<file path="config.mk">
export PLATFORM = sky130hd
export DESIGN_NAME = fp32_to_fp16_convert_top
export DESIGN_NICKNAME = d
export VERILOG_FILES = /design/src/sv/f2h_pkg.sv /design/src/sv/fp32_to_fp16_convert_top.sv
export SDC_FILE = /design/constraint.sdc
export NUM_CORES = 1
export LEC_CHECK = 0
export ABC_AREA = 1
export BUFFER_PORTS_ARGS = -buffer_cell sky130_fd_sc_hd__buf_2
export CAP_MARGIN = 30
export CORE_MARGIN = 2
export CORE_UTILIZATION = 45
export CTS_CLUSTER_DIAMETER = 100
export CTS_CLUSTER_SIZE = 14
export DETAILED_ROUTE_END_ITERATION = 10
export GPL_TIMING_DRIVEN = 0
export SYNTH_ARGS = -nofsm -noshare
export SYNTH_HDL_FRONTEND = slang
export SYNTH_SLANG_ARGS = --single-unit
</file>
<file path="constraint.sdc">
create_clock -name clk -period 7.38 [get_ports clk]
set_clock_uncertainty 0.1 [all_clocks]
set_input_delay 0.369 -clock clk [delete_from_list [all_inputs] [get_ports clk]]
set_output_delay 0.369 -clock clk [all_outputs]
set_load 0.01 [all_outputs]
</file>
<file path="src/sv/f2h_pkg.sv">
// Package for the binary32 to binary16 converter.
// Shared constants for the half-precision result format; no dependencies.
package f2h_pkg;
  localparam logic [14:0] HalfMaxFinite = 15'h7BFF;
  localparam logic [14:0] HalfInf       = 15'h7C00;
  localparam logic [7:0]  SingleExpMax  = 8'hFF;
  // biased single exponents bounding the half ranges
  localparam logic [7:0]  ExpZeroBelow  = 8'd102;  // e < -25
  localparam logic [7:0]  ExpSubBelow   = 8'd113;  // e < -14
  localparam logic [7:0]  ExpOvfAbove   = 8'd142;  // e > 15
endpackage

</file>
<file path="src/sv/fp32_to_fp16_convert_top.sv">
// Binary32 to binary16 converter, round to nearest even.
// Depends on f2h_pkg.
//
// One request per clock while the output is taken: an input register feeds
// the conversion logic and a result register holds the result. An accepted
// request waits in the input register and is then loaded into the result
// register, which drives out_valid and half_bits.
// With the output being taken every cycle, a new request is accepted every
// cycle. An output stall holds the result register, and the input register
// too once it is full, so in_ready drops when both stages hold a request.
// The clip register, written through cfg_we, selects 0x7BFF or infinity on overflow.
module fp32_to_fp16_convert_top
  import f2h_pkg::*;
(
  input  logic        clk,
  input  logic        rst,
  input  logic        cfg_we,
  input  logic        cfg_wdata,
  input  logic        in_valid,
  output logic        in_ready,
  input  logic [31:0] single_bits,
  output logic        out_valid,
  input  logic        out_ready,
  output logic [15:0] half_bits
);
  logic        clip;
  logic        s1_valid;
  logic [31:0] s1_data;
  logic        s2_valid;
  logic [15:0] s2_data;
  logic        s1_adv;
  logic        s2_adv;
  logic [15:0] conv;

  // clip register
  always_ff @(posedge clk) begin
    if (rst) clip <= 1'b0;
    else if (cfg_we) clip <= cfg_wdata;
  end

  // each stage moves when the stage after it is free or being emptied
  assign s2_adv   = !s2_valid || out_ready;
  assign s1_adv   = !s1_valid || s2_adv;
  assign in_ready = s1_adv;

  always_ff @(posedge clk) begin
    if (rst) begin
      s1_valid <= 1'b0;
    end else if (s1_adv) begin
      s1_valid <= in_valid;
    end
    if (s1_adv && in_valid) s1_data <= single_bits;
  end

  // conversion logic
  logic        sgn;
  logic [7:0]  bexp;
  logic [22:0] frac;
  logic [23:0] sig;
  logic [4:0]  sh;
  logic [23:0] sub_q;
  logic [23:0] sub_mask;
  logic        sub_half;
  logic        sub_stk;
  logic [10:0] sub_m;
  logic [10:0] nq;
  logic        nhalf;
  logic        nstk;
  logic [11:0] nm;
  logic [7:0]  ne;
  logic [9:0]  nanm;
  logic [10:0] nanr;
  logic [14:0] mag;

  always_comb begin
    sgn  = s1_data[31];
    bexp = s1_data[30:23];
    frac = s1_data[22:0];
    sig  = {1'b1, frac};
    // subnormal shift is 126 - bexp, 14..24
    sh       = 5'(8'd126 - bexp);
    sub_q    = sig >> sh;
    sub_half = sig[5'(sh - 5'd1)];
    sub_mask = (24'd1 << 5'(sh - 5'd1)) - 24'd1;
    sub_stk  = |(sig & sub_mask);
    sub_m    = sub_q[10:0] + 11'((sub_half && (sub_q[0] || sub_stk)) ? 1 : 0);
    // normal round at bit 13
    nq    = sig[23:13];
    nhalf = sig[12];
    nstk  = |sig[11:0];
    nm    = {1'b0, nq} + 12'((nhalf && (nq[0] || nstk)) ? 1 : 0);
    ne    = bexp - 8'd112;  // e + 15
    // NaN payload
    nanr  = {1'b0, frac[22:13]} + 11'((frac[12] && (frac[13] || |frac[11:0])) ? 1 : 0);
    nanm  = nanr[9:0];
    if (frac[22]) nanm[9] = 1'b1;
    else begin
      nanm[9] = 1'b0;
      if (nanm == 10'd0) nanm = 10'd1;
    end
    if (bexp == SingleExpMax) begin
      mag = (frac == 23'd0) ? HalfInf : (HalfInf | {5'd0, nanm});
    end else if (bexp < ExpZeroBelow) begin
      mag = 15'd0;
    end else if (bexp < ExpSubBelow) begin
      mag = {4'd0, sub_m};
    end else if (bexp > ExpOvfAbove ||
                 (bexp == ExpOvfAbove && nm[11])) begin
      mag = clip ? HalfMaxFinite : HalfInf;
    end else if (nm[11]) begin
      mag = {5'(ne + 8'd1), nm[10:1]};
    end else begin
      mag = {ne[4:0], nm[9:0]};
    end
    conv = {sgn, mag};
  end

  // result register, held while the output stalls
  always_ff @(posedge clk) begin
    if (rst) s2_valid <= 1'b0;
    else if (s2_adv) s2_valid <= s1_valid;
    if (s2_adv && s1_valid) s2_data <= conv;
  end

  assign out_valid = s2_valid;
  assign half_bits = s2_data;

  assert property (@(posedge clk) disable iff (rst)
                   out_valid && !out_ready |=> out_valid && $stable(half_bits))
    else $error("result changed or lost under stall");
  assert property (@(posedge clk) disable iff (rst)
                   s1_valid && !s2_adv |=> s1_valid && $stable(s1_data))
    else $error("input register changed while held");
  assert property (@(posedge clk) disable iff (rst) !s2_valid |-> in_ready)
    else $error("input refused with result register empty");
  assert property (@(posedge clk) disable iff (rst) in_valid && in_ready |=> s1_valid)
    else $error("accepted request not held");
endmodule

</file>
==> out/metrics.cfg <==
[run_status]
run_status = finished, final reports clean

[sta]
rsz0062_at_grt = false
final_hold_viols = 0
timing.final.crit_period_ns = 4.46
max_freq_mhz = 224
finalCritPeriodShare_pct = 60.4
timing.final.max_slew_violations = 0
slew_headroom_pct = 43.4
final-setup-viol-count = 0
finalSetupTns_ns = 0
worst_slew_pin_slew_ns = 0.842

[power_and_ir_drop]
design_power_total_mw = 1.02
powerDensity_nw_per_um2 = 175
cellLeakagePower_nw = 2.70
vdd.ir_drop.worst_v = 0.000155

[yosys]
number_of_enable_flip_flop_cells_after_synthesis = 48
synth_xor_xnor_area_share_pct = 1.89
syn-cell-area_um2 = 5110
synth_warnings = 0
synth_compound_gate_area_share_pct = 17.4
synth-seq-area-share_pct = 29.4
yosys.cell_types.count = 47
ys_seq_elements = 51
synth_simple_gate_area_share_pct = 37.3
synth-main-ff-cell = edfxtp_1
syn_nets = 839
post_synth.cell_area_avg_um2 = 6.47
main_combinational_cell_family_by_area_after_synthesis = simple AND/OR/NAND/NOR gates
synthMuxAreaShare_pct = 0.979
synth_async_sr_flop_share_pct = 0
syn-instance-count = 790
yosys.area_share.adder_pct = 2.69

[placed_design]
gp_routability_congestion = 1.03
place.detailed.instances = 987
post-dp-hpwl_um = 14000
dpl-instance-area_um2 = 5600
numPortBuffers = 55

[layout]
final_cells = 995
post_route_cells_drive_above_1_share_pct = 15.2
insertedDiodeCount = 0
final_nets = 903
postLayoutCellArea_um2 = 5790
areaGrowthSynthToFinish_pct = 13.3

[flow_run]
cap_violations = 0

[route]
routed_wire_length_per_instance_um = 17.4
num_vias = 5740
detail_route.iter0.violations = 585
finalWirelength_um = 17300
avgViaCountPerCell = 5.77
detailed_routing_iteration_count_for_the_pre_antenna_repair_pass = 6
final_antenna_net_count = 0
remaining_drc_errors = 0

[clock_tree]
worstSkewPairLatency_ns = 0.30
htree_num_levels = 2
post_cts_hold_buffer_count = 0
post-cts-setup-buffers = 0
cts_buffer_depth = 2
cts_made_buffers = 5
tritoncts_num_sinks = 51
tritoncts = built
cts_resized = 0
clk_pin_slew_ns = 0.07
clock-root-buffer = clkbuf_16

[floorplan]
die_w_um = 111
chipHeight_um = 111
rows = 38
io-pin-count = 56
die_footprint_um2 = 12200
start_util_pct = 46.5
core_region_area_um2 = 11000

[setup_path]
criticalPathCategory = reg -> reg
worst_path_max_delay_cell = edfxtp_1
crit_end_category = flop
cp_data_required_time_ns = 7.35
crit_family = simple AND/OR/NAND/NOR gates
worstPathArrival_ns = 4.43
cp_num_buf_inv = 8
crit_path_start_kind = flop
critPathMaxFanout = 12
critical-path-max-stage-delay_ns = 0.44
worst_path_most_repeated_cell = nand2_1

[grt]
groute.usage.overall_pct = 28.5
largest_net_degree_at_the_start_of_global_routing = 29
grt_antenna_before_repair = 0
first_pass_grt_wire_length_um = 27800
grt_pass1_vias = 5338
gr-total-overflow = 0

[hold_path]
hp-class = in -> reg

[cell families after synthesis]
| family | count (synthesis) |
|---|---|
| compound gates | 159 |
| mux | 5 |
| flops | 51 |
| fa+ha+maj | 11 |
| xor+xnor | 11 |
| buf+inv | 123 |
| simple gates | 430 |
[placed cells by master, fill, tap and decap left out, types with 12 or more instances in the layout]
master and count:
nand2_1 198, o211ai_1 13, edfxtp_1 48, nor2_2 15, inv_1 88, buf_2 62
o21ai_0 72, nand3_1 74, a21oi_1 34, nor2_1 91, o21ai_1 12
[Yosys cell counts (4+ instances only)]
| master | instances | area, um2 |
|---|---|---|
| nand2_1 | 198 | 743 |
| nor2_1 | 91 | 342 |
| inv_1 | 88 | 330 |
| nand3_1 | 74 | 370 |
| o21ai_0 | 72 | 360 |
| edfxtp_1 | 48 | 1440 |
| a21oi_1 | 34 | 170 |
| nor2_2 | 15 | 93.8 |
| o211ai_1 | 13 | 97.6 |
| o21ai_1 | 12 | 60.1 |
| ha_1 | 11 | 138 |
| clkbuf_1 | 10 | 37.5 |
| nand2_2 | 10 | 62.6 |
| nor3_1 | 10 | 50.1 |
| nand4_1 | 8 | 50.1 |
| xor2_1 | 8 | 70.1 |
| a31oi_1 | 7 | 43.8 |
| buf_2 | 7 | 35.0 |
| inv_2 | 7 | 26.3 |
| nor4_1 | 7 | 43.8 |
| o22ai_1 | 6 | 37.5 |
| mux2i_1 | 5 | 50.1 |
| or2_2 | 5 | 31.3 |
| buf_6 | 4 | 45.0 |
| nand2_4 | 4 | 45.0 |
[per-layer routing]
metal  track usage [%]  wire length, um  vias to the layer above  share of wire, %
li1                  -                -                     2774                 -
met1              40.4             7450                     2611                43
met2              42.5             7390                      306                43
met3              5.54             1840                       49                11
met4              11.5              665                        0               3.8
met5                 0                0                        -                 0
[metrics by stage]
step / utilization [%] / worst slack (ns) / hold slack, ns
after floorplan: - / 3.82 / 0.300
after global routing: 52.7 / 2.39 / 0.128
after global placement: 50.6 / 2.91 / 0.305
final: 52.7 / 2.92 / 0.137
after CTS: 52.7 / 2.95 / 0.132
after detailed placement: 50.9 / 2.95 / 0.307
[worst paths after layout]
kind,from,cells past startpoint,slack (ns),end
min reg2reg,s1_data[31]$_DFFE_PP_,0,0.33,half_bits[15]$_DFFE_PP_
max reg2reg,s1_data[23]$_DFFE_PP_,30,2.92,half_bits[0]$_DFFE_PP_
min,single_bits[25],1,0.14,s1_data[25]$_DFFE_PP_
max,s1_data[23]$_DFFE_PP_,30,2.92,half_bits[0]$_DFFE_PP_
[layout make-up]
cell class	instances	area, um2
Buffer	26	159
Clock buffer	5	125
Clock inverter	3	67.6
Fill cell	1136	5190
Inverter	97	367
Multi-Input combinational cell	616	3080
Sequential cell	51	1500
Tap cell	140	175
Timing Repair Buffer	57	310
[registers in the layout, summed over array words and instances, names as in the netlist]
register,count
s1_data,32
clip,1
out_valid,1
half_bits,16
s1_valid,1
[report_power, final]
group	internal, mW	total, mW	switching (mW)
sequential	0.339	0.359	0.0201
clock	0.194	0.298	0.104
combinational	0.117	0.358	0.241
Power figures use the tool's default switching activity.
